File: src/rtl/mvva_pkg.sv
`timescale 1ns / 1ps
// ----------------------------------------------------------------------------
// mvva_pkg
// Shared types and constants of the mixed voronoi vertex area core.
// ----------------------------------------------------------------------------
package mvva_pkg;

   localparam int VERTEX_COUNT = 1024;
   localparam int ADDR_W       = $clog2(VERTEX_COUNT);
   localparam int IDX_W        = 10;
   localparam int COORD_W      = 24;
   localparam int AREA_W       = 48;
   localparam int POS_W        = 3 * COORD_W;
   localparam int DIFF_W       = COORD_W + 1;
   localparam int PROD_W       = 2 * DIFF_W;
   localparam int ACC_W        = PROD_W + 2;
   localparam int HALF_W       = ACC_W / 2;
   localparam int WIDE_W       = 2 * ACC_W;
   localparam int DEN_SHIFT    = 11;
   localparam int DEN_W        = ACC_W + DEN_SHIFT;
   localparam int CNT_W        = $clog2(WIDE_W);

   localparam logic [1:0] CMD_LOAD = 2'd0;
   localparam logic [1:0] CMD_TRI  = 2'd1;
   localparam logic [1:0] CMD_READ = 2'd2;
   localparam logic [1:0] CMD_NOP  = 2'd3;

   typedef enum logic [1:0] {
      OP_LOAD,
      OP_TRI,
      OP_READ
   } op_type;

   typedef struct packed {
      logic [1:0]               command;
      logic [IDX_W-1:0]         index_a;
      logic [IDX_W-1:0]         index_b;
      logic [IDX_W-1:0]         index_c;
      logic signed [COORD_W-1:0] coord_x;
      logic signed [COORD_W-1:0] coord_y;
      logic signed [COORD_W-1:0] coord_z;
   } req_type;

   typedef struct packed {
      logic [AREA_W-1:0] area_value;
      logic              saturated;
   } rsp_type;

   typedef struct packed {
      op_type           op;
      logic [IDX_W-1:0] ia;
      logic [IDX_W-1:0] ib;
      logic [IDX_W-1:0] ic;
      logic [POS_W-1:0] pos;
   } item_type;

   typedef struct packed {
      logic     valid;
      item_type item;
   } queue_out_type;

   typedef struct packed {
      logic pop;
      logic clearing;
   } back_status_type;

endpackage

File: src/rtl/mvva_front.sv
`timescale 1ns / 1ps
// ----------------------------------------------------------------------------
// mvva_front
// Accepts and decodes transactions and holds them in a two-entry queue.
// ----------------------------------------------------------------------------
module mvva_front import mvva_pkg::*; (
   input  logic            clock,
   input  logic            reset,
   input  logic            start,
   input  req_type         req_payload,
   output logic            busy,
   output queue_out_type   q_out,
   input  back_status_type status
);

   item_type   entry_ff [2];
   item_type   entry_in [2];
   logic       wp_ff, wp_in, rp_ff, rp_in;
   logic [1:0] count_ff, count_in;
   logic       accept, push;
   item_type   dec;

   assign busy   = (count_ff == 2'd2) || status.clearing;
   assign accept = start && !busy;

   always_comb begin
      dec.ia  = req_payload.index_a;
      dec.ib  = req_payload.index_b;
      dec.ic  = req_payload.index_c;
      dec.pos = {req_payload.coord_x, req_payload.coord_y, req_payload.coord_z};
      dec.op  = OP_LOAD;
      push    = 1'b0;
      unique case (req_payload.command)
         CMD_LOAD: begin
            dec.op = OP_LOAD;
            push   = accept;
         end
         CMD_TRI: begin
            dec.op = OP_TRI;
            push   = accept;
         end
         CMD_READ: begin
            dec.op = OP_READ;
            push   = accept;
         end
         default: push = 1'b0;
      endcase
   end

   always_comb begin
      entry_in[0] = entry_ff[0];
      entry_in[1] = entry_ff[1];
      wp_in       = wp_ff;
      rp_in       = rp_ff;
      count_in    = count_ff;
      if (push) begin
         entry_in[wp_ff] = dec;
         wp_in           = !wp_ff;
      end
      if (status.pop) begin
         rp_in = !rp_ff;
      end
      if (push && !status.pop) begin
         count_in = count_ff + 2'd1;
      end else if (!push && status.pop) begin
         count_in = count_ff - 2'd1;
      end
   end

   assign q_out.valid = (count_ff != 2'd0);
   assign q_out.item  = entry_ff[rp_ff];

   always_ff @(posedge clock) begin
      if (reset) begin
         wp_ff    <= 1'b0;
         rp_ff    <= 1'b0;
         count_ff <= 2'd0;
      end else begin
         wp_ff    <= wp_in;
         rp_ff    <= rp_in;
         count_ff <= count_in;
      end
      entry_ff[0] <= entry_in[0];
      entry_ff[1] <= entry_in[1];
   end

   a_count_max: assert property (@(posedge clock) disable iff (reset)
      count_ff <= 2'd2) else $error("queue overfilled");
   a_full_busy: assert property (@(posedge clock) disable iff (reset)
      (count_ff == 2'd2) |-> busy) else $error("full queue not busy");

endmodule

File: config.mk
export PLATFORM = sky130hd
export DESIGN_NAME = mvva_front
export DESIGN_NICKNAME = d
export VERILOG_FILES = /design/src/rtl/mvva_pkg.sv /design/src/rtl/mvva_front.sv
export SDC_FILE = /design/constraint.sdc
export NUM_CORES = 1
export LEC_CHECK = 0
export BUFFER_PORTS_ARGS = -buffer_cell sky130_fd_sc_hd__buf_2
export CAP_MARGIN = 20
export CORE_MARGIN = 4
export CORE_UTILIZATION = 56
export CTS_CLUSTER_DIAMETER = 40
export CTS_CLUSTER_SIZE = 24
export DETAILED_ROUTE_END_ITERATION = 8
export PLACE_DENSITY = 0.92
export SETUP_SLACK_MARGIN = 0.3
export SKIP_CTS_REPAIR_TIMING = 1
export SYNTH_ARGS = -nofsm -noshare
export SYNTH_HDL_FRONTEND = slang
export SYNTH_SLANG_ARGS = --single-unit
export TNS_END_PERCENT = 100
File: constraint.sdc
create_clock -name clock -period 13.1 [get_ports clock]
set_input_delay 1.31 -clock clock [delete_from_list [all_inputs] [get_ports clock]]
set_output_delay 1.31 -clock clock [all_outputs]
set_load 0.02 [all_outputs]
==> impl_metrics.tcl, run 1 <==
set metrics [dict create \
    antenna_cells 0 \
    root_buffer "clkbuf_16" \
    crit_family "buffers and inverters" \
    antenna_found_initial 0 \
    min_period_ns 4.16 \
    place_hpwl_mm 10.1 \
    place_congestion 0.781 \
    firstDrtPassIters 4 \
    vias 4110 \
    power_leakage_nw 3.97 \
    setup_viol 0 \
    slew_headroom 0.300 \
    grt_pass1_vias 4403 \
    clock.fmax_mhz 241 \
    clock-sinks 213 \
    synthesis.nets 462 \
    die_w_um 128 \
    crit_type "register to output pin" \
    synth_area_um2 8010 \
    critPathCaptureType "output pin" \
    syn_to_final_growth_pct 27.7 \
    tritoncts "yes" \
    ys_seq_elements 213 \
    yosysUniqueCellTypes 22 \
    preCtsSetupSlack_ns 9.48 \
    drive_gt1_frac 0.610 \
    clk_pin_slew_ns 0.06 \
    crit_buf_inv 2 \
    die_area_um2 16300 \
    synthCells 352 \
    slowest_stage "buf_4" \
    outcome "finished clean" \
    clockBufferDepth 3 \
    core_area_um2 13900 \
    cap_viol_max_count 0 \
    grt_max_degree 88 \
    hp-class "register to register" \
    dp_cells 738 \
    worstPathRequired_ns 11.79 \
    routed_wl_mm 15.2 \
    cp_slowest_stage_delay_ns 0.88 \
    io_buffers 214 \
    ir_drop_mv 0.137 \
    fin_ws_ns 8.94 \
    final_cell_mix "214 x buf_2, 208 x edfxtp_1, 60 x mux2_4" \
    remaining_drc_errors 0 \
    wire_per_inst_um 19.3 \
    first_iter_violations 178 \
    grt_pass1_wl_mm 22.9 \
    final_common_cell "buf_2" \
    timing.hold.ws_ns 0.526 \
    rows 43 \
    syn_area_per_cell_um2 22.8 \
    start_util 0.575 \
    cp_cell_sequence "buf_4 -> mux2_2 -> buf_2" \
    pin_count 215 \
    yosys_warnings 0 \
    final_antenna_net_count 0 \
    worstSkewPairLatency_ns 0.51 \
    vias_per_cell 5.22 \
    fin_cells 787 \
    cts_buffers 26 \
    yosysSeqAreaShare 0.792 \
    cts_max_level 1 \
    powerDensity_nw_per_um2 168 \
    fin_skew_ns 0.0156 \
    rsz0062_at_grt "no" \
    path_max_fanout 59 \
    worst_setup_path_start_kind "register" \
    die_y_um 128 \
    grtUsageTotal 0.181 \
    period_share 0.317 \
    postLayoutCoreUtil 0.734 \
    hold_viol_final 0 \
    worstPathArrival_ns 2.85 \
    finalNetCount 697 \
    grt-ovfl-total 0 \
    worst_slew_pin_slew_ns 1.05 \
    slew_violations 0 \
    finalSetupTns_ns 0 \
]
==> cell usage after synthesis, drive strengths merged <==
| cell | count | area share |
|---|---|---|
| edfxtp | 208 | 0.78 |
| mux2 | 105 | 0.18 |
| buf | 12 | 0.013 |
| dfxtp | 5 | 0.012 |
| nor2 | 4 | 0.0019 |
| nor2b | 3 | 0.0023 |
| nand2b | 2 | 0.0016 |
| xor2 | 2 | 0.0022 |
| a21bo | 1 | 0.0012 |
| a21oi | 1 | 0.00062 |
| and2 | 1 | 0.00078 |
| ha | 1 | 0.0016 |
| inv | 1 | 0.00047 |
| nor3 | 1 | 0.00062 |
| nor3b | 1 | 0.0023 |
| o21ai | 1 | 0.00062 |
| or2 | 1 | 0.00078 |
| or3 | 1 | 0.00078 |
| xnor2 | 1 | 0.0011 |
==> metrics by stage <==
stage	total power, mW	instance area [µm²]
4_1_cts	1.74	10200
3_3_place_gp	0.970	9240
5_1_grt	1.79	10200
6_report	1.72	10200
2_1_floorplan	0.922	8010
3_5_place_dp	0.978	9240
==> routing by layer <==
layer / vias up / share of wire / global-route usage
li1: 1871 / - / -
met2: 192 / 0.51 / 0.318
met3: 32 / 0.091 / 0.0523
met1: 2015 / 0.38 / 0.222
met5: - / 0 / 0
met4: 0 / 0.020 / 0.0487
==> registers in the layout (all words and copies together) (netlist names), named ones only <==
register,cells
count_ff,2
entry_ff,208
rp_ff,1
wp_ff,1
==> final timing paths <==
| check | from | end | slack [ns] | depth (start not counted) |
|---|---|---|---|---|
| setup / recovery | register | q_out[2] | 8.94 | 3 |
| hold / removal | rp_ff | rp_ff | 0.53 | 2 |
| setup reg to reg | count_ff[0] | entry_ff[0][14] | 10.60 | 5 |
| hold reg to reg | rp_ff | rp_ff | 0.53 | 2 |
==> worst register-to-register path, delay by kind of cell (launching register included) <==
family / cells / cell delay [ns]
AND/OR/NAND/NOR: 3 / 0.41
flip-flops: 1 / 0.39
buffers and inverters: 2 / 1.20
==> cell type report <==
type                    count  area [µm²]
flip-flops and latches    213        6350
fillers                   821        3710
multi-input cells         126        1560
repair buffers            219        1130
clock buffers              29         683
clock inverters            19         270
well taps                 180         225
inverters                   1        3.75
==> power by group <==
| part | switching (mW) | internal [mW] |
|---|---|---|
| logic | 0.0952 | 0.0775 |
| clock network | 0.286 | 0.469 |
| registers | 0.0131 | 0.777 |
==> cell families (layout without fill, tap and decap cells) <==
family,count (synthesis),in the layout,share of synthesized area
xor gates and xnor gates,3,3,0.00328
and+or+nand+nor,14,14,0.0111
buffers and inverters,13,268,0.0134
DFF,213,213,0.792
adders and majority gates,1,1,0.00156
muxes,105,105,0.176
AOI/OAI and AO/OA,3,3,0.00250
No activity file was read; power rests on OpenSTA's default activity.
==> run 2, diff against run 1 <==
Settings changed: ABC_AREA from default to 1, CORE_UTILIZATION 56 to 47, PLACE_DENSITY 0.92 to 0.83.
Clock period 13.1 ns to 3.6 ns, I/O delays scaled along.
==> impl_metrics.tcl, run 2 <==
set metrics [dict create \
    outcome "finished clean" \
    synth.most_common_cell "edfxtp_1" \
    vias_per_cell 4.84 \
    timing.hold.ws_ns 0.0248 \
    worstPathRequired_ns 3.24 \
    pin_count 215 \
    synth_area_leaders "edfxtp_1 78%, mux2_4 11%, mux2_2 6.2%" \
    routed_wl_mm 15.3 \
    crit_type "register to output pin" \
    clock-sinks 213 \
    syn_area_per_cell_um2 21.9 \
    biggestRegsByFlops "entry_ff x208, count_ff x2" \
    slew_violations 0 \
    yosys-top-cells-count "208 x edfxtp_1, 60 x mux2_4, 44 x mux2_2, 10 x inv_1, 10 x nand2_1" \
    min_period_ns 2.77 \
    fin_skew_ns 0.0149 \
    clock.fmax_mhz 361 \
    cap_viol_max_count 0 \
    slew_headroom 0.503 \
    path_max_fanout 46 \
    clockBufferDepth 3 \
    async_flop_share 0 \
    drive_gt1_frac 0.604 \
    period_share 0.770 \
    antenna_found_initial 1 \
    finalNetCount 715 \
    r2r_start "count_ff[0]" \
    wire_per_inst_um 18.0 \
    cts_buffers 30 \
    grtUsageTotal 0.152 \
    worst_setup_path_start_kind "register" \
    final_common_cell "buf_2" \
    combPwrFrac 0.095 \
    yosys_warnings 0 \
    p_seq_frac 0.449 \
    largest_register_ffs 208 \
    vias 4112 \
    hp-start "req_payload[17]" \
    final_antenna_net_count 0 \
    grt-ovfl-total 0 \
    synth-edff-count 208 \
    finalSetupTns_ns 0 \
    tritoncts "yes" \
    synth_area_um2 8020 \
    root_buffer "clkbuf_16" \
    setup_viol 0 \
    clk_pin_slew_ns 0.06 \
    start_util 0.482 \
    power_leakage_nw 4.02 \
    synthFlopType "edfxtp_1" \
    worstSkewPairLatency_ns 0.52 \
    worstPathArrival_ns 2.41 \
    hp-class "input pin to register" \
    cts_max_level 1 \
    hold_viol_final 0 \
    grt_pass1_wl_mm 23.8 \
    remaining_drc_errors 0 \
    die_area_um2 19200 \
    die_y_um 139 \
    syn_to_final_growth_pct 29.6 \
    ys_seq_elements 213 \
    yosysTopAreaCell "edfxtp_1" \
    swShare 0.224 \
    final_cell_mix "214 x buf_2, 208 x edfxtp_1, 60 x mux2_4" \
    yosysSeqAreaShare 0.791 \
    firstDrtPassIters 4 \
    synthCells 366 \
    critPathCaptureType "output pin" \
    die_w_um 139 \
    yosysTopAreaCellShare 0.779 \
    p_sw_mw 1.43 \
    grt_pass1_vias 4510 \
    synthesis.nets 476 \
    worst_slew_pin_slew_ns 0.745 \
    ir_drop_mv 0.411 \
    place_hpwl_mm 10.2 \
    rsz0062_at_grt "no" \
    p_clk_frac 0.457 \
    first_iter_violations 131 \
    regMostFlops "entry_ff" \
    place_congestion 0.768 \
    p_int_mw 4.96 \
    grt_max_degree 105 \
    io_buffers 214 \
    core_area_um2 16600 \
    yosysUniqueCellTypes 17 \
    powerDensity_nw_per_um2 615 \
    rows 47 \
]
==> run 2: worst paths after layout <==
kind | to | slack [ns] | cells after the start
worst min register to register | rp_ff | 0.52 | 2
worst max-delay path | q_out[59] | 0.83 | 3
worst max register to register | entry_ff[1][38] | 1.55 | 5
worst min-delay path | entry_ff[1][17] | 0.02 | 1
==> run 2: metal layers <==
metal	track usage	wire length, µm
met2	0.266	7790
met4	0.0458	306
met1	0.179	5730
met5	0	0
met3	0.0517	1430
==> run 2: critical path: stages, from the launching register on <==
cell	delay, ns
dfxtp_4	0.84
buf_4	0.48
mux2_2	0.39
buf_2	0.17
==> run 2: final cells by class <==
cell class | count | area, µm²
fill | 1175 | 6250
clock inverter | 23 | 253
sequential | 213 | 6350
antenna | 1 | 2.50
timing repair buffer | 219 | 1150
inverter | 10 | 40.0
tap | 220 | 275
clock buffer | 32 | 779
multi-input combinational | 131 | 1540
==> run 2: power by group through the flow <==
stage | registers, mW | clock network [mW] | logic, mW
6_report | 2.87 | 2.92 | 0.604
3_5_place_dp | 2.92 | 0 | 0.609
5_1_grt | 2.87 | 3.11 | 0.643
4_1_cts | 2.87 | 2.99 | 0.611
3_3_place_gp | 2.91 | 0 | 0.590
2_1_floorplan | 2.89 | 0 | 0.427
==> run 2: cell families after synthesis <==
kind of cell,after synthesis,share of synthesized area
AOI/OAI and AO/OA,3,0.00187
xor gates and xnor gates,1,0.00109
adders and majority gates,1,0.00156
buffers and inverters,22,0.0189
DFF,213,0.791
muxes,104,0.174
and+or+nand+nor,22,0.0111
==> run 2: through the flow <==
stage	setup WS [ns]	power, mW	utilization	area [µm²]	std cells
2_1_floorplan	0.121	3.32	-	8040	366
3_3_place_gp	1.42	3.50	0.562	9350	792
3_5_place_dp	1.35	3.53	0.562	9350	792
4_1_cts	0.795	6.46	0.624	10400	847
5_1_grt	0.694	6.63	0.624	10400	849
6_report	0.827	6.39	0.624	10400	849
==> run 3, diff against run 2 <==
Clock period 3.6 ns to 2.3 ns, I/O delays scaled along.
==> impl_metrics.tcl, run 3 (synthesis results as in run 2) <==
set metrics [dict create \
    grtUsageTotal 0.145 \
    vias_per_cell 4.83 \
    setup_viol 0 \
    hp-class "input pin to register" \
    pin_count 215 \
    cp_slowest_stage_delay_ns 0.36 \
    fin_skew_ns 0.0151 \
    crit_type "register to output pin" \
    period_share 0.854 \
    first_iter_violations 193 \
    biggestRegsByFlops "entry_ff x208, count_ff x2" \
    preCtsSetupSlack_ns 0.523 \
    seq_area_um2 6350 \
    tritoncts "yes" \
    cts_max_level 1 \
    die_y_um 139 \
    worstSkewPairLatency_ns 0.51 \
    wire_per_inst_um 18.3 \
    clock-sinks 213 \
    path_max_fanout 14 \
    firstDrtPassIters 5 \
    grt_pass1_wl_mm 22.8 \
    fin_ws_ns 0.336 \
    syn_to_final_growth_pct 43.2 \
    slew_headroom 0.563 \
    final_cell_mix "214 x buf_2, 208 x edfxtp_1, 103 x dlygate4sd3_1" \
    slew_violations 0 \
    regMostFlops "entry_ff" \
    multi_input_area_um2 1550 \
    worst_slew_pin_slew_ns 0.656 \
    slowest_stage "dfxtp_4" \
    final_antenna_net_count 0 \
    postLayoutCoreUtil 0.690 \
    cap_viol_max_count 0 \
    clockBufferDepth 3 \
    nFillCells 1030 \
    drive_gt1_frac 0.523 \
    grt-ovfl-total 0 \
    min_period_ns 1.96 \
    power_leakage_nw 4.49 \
    place_congestion 0.747 \
    finalPower_mw 9.70 \
    io_buffers 214 \
    rows 47 \
    final_common_cell "buf_2" \
    vias 4621 \
    placed_cell_area_um2 9380 \
    clock.fmax_mhz 509 \
    worstPathArrival_ns 1.73 \
    finalNetCount 825 \
    place_hpwl_mm 9.79 \
    outcome "finished clean" \
    grt_pass1_vias 4562 \
    core_area_um2 16600 \
    fin_area_um2 11500 \
    cp_cell_sequence "buf_4 -> clkbuf_16 -> mux2_2 -> buf_2" \
    largest_register_ffs 208 \
    rsz0062_at_grt "yes" \
    antenna_cells 0 \
    worstPathRequired_ns 2.07 \
    worst_setup_path_start_kind "register" \
    antenna_found_initial 0 \
    clk_pin_slew_ns 0.06 \
    grt_max_degree 105 \
    hold_viol_final 0 \
    powerDensity_nw_per_um2 845 \
    die_area_um2 19200 \
    ir_drop_mv 0.744 \
    critPathCaptureType "output pin" \
    cts_buffers 27 \
    routed_wl_mm 17.5 \
    remaining_drc_errors 0 \
    start_util 0.482 \
    die_w_um 139 \
    root_buffer "clkbuf_16" \
]
==> run 3: path summary, 6_finish.rpt <==
kind	from	cells past startpoint	slack, ns	end
worst min register to register	count_ff[0]	2	0.53	count_ff[0]
worst max-delay path	register	4	0.34	q_out[0]
worst min-delay path	status[1]	3	0.001	register
worst max register to register	count_ff[0]	5	0.57	entry_ff[1][74]
==> run 3: layer usage <==
layer / vias up / part of all wire / GRT usage
met1: 2274 / 0.38 / 0.162
met2: 180 / 0.54 / 0.269
met3: 28 / 0.058 / 0.0428
met5: - / 0 / 0
li1: 2139 / - / -
met4: 0 / 0.015 / 0.0366
==> run 3: metrics by stage <==
stage | TNS, ns | hold WS (ns) | instances
6_report | 0 | 0.00104 | 956
3_5_place_dp | 0 | 0.414 | 793
4_1_cts | 0 | -0.123 | 843
2_1_floorplan | -143.04 | 0.302 | 366
3_3_place_gp | 0 | 0.413 | 793
5_1_grt | 0 | 0.00829 | 956
==> run 3: critical path, delay by kind of cell (launching register included) <==
| family | cells | cell delay [ns] |
|---|---|---|
| buffers and inverters | 3 | 0.51 |
| flip-flops | 1 | 0.36 |
| multiplexers | 1 | 0.36 |
==> run 3: layout make-up <==
type,instances,share of cell area
repair buffers,332,0.208
inverters,10,0.00360
clock inverters,19,0.0160
well taps,220,0.0240
flip-flops and latches,213,0.553
multi-input cells,131,0.135
clock buffers,31,0.0610
==> run 3: report_power, final <==
group / internal [mW] / switching [mW]
sequential: 4.41 / 0.0364
combinational: 0.606 / 0.624
clock: 2.45 / 1.57
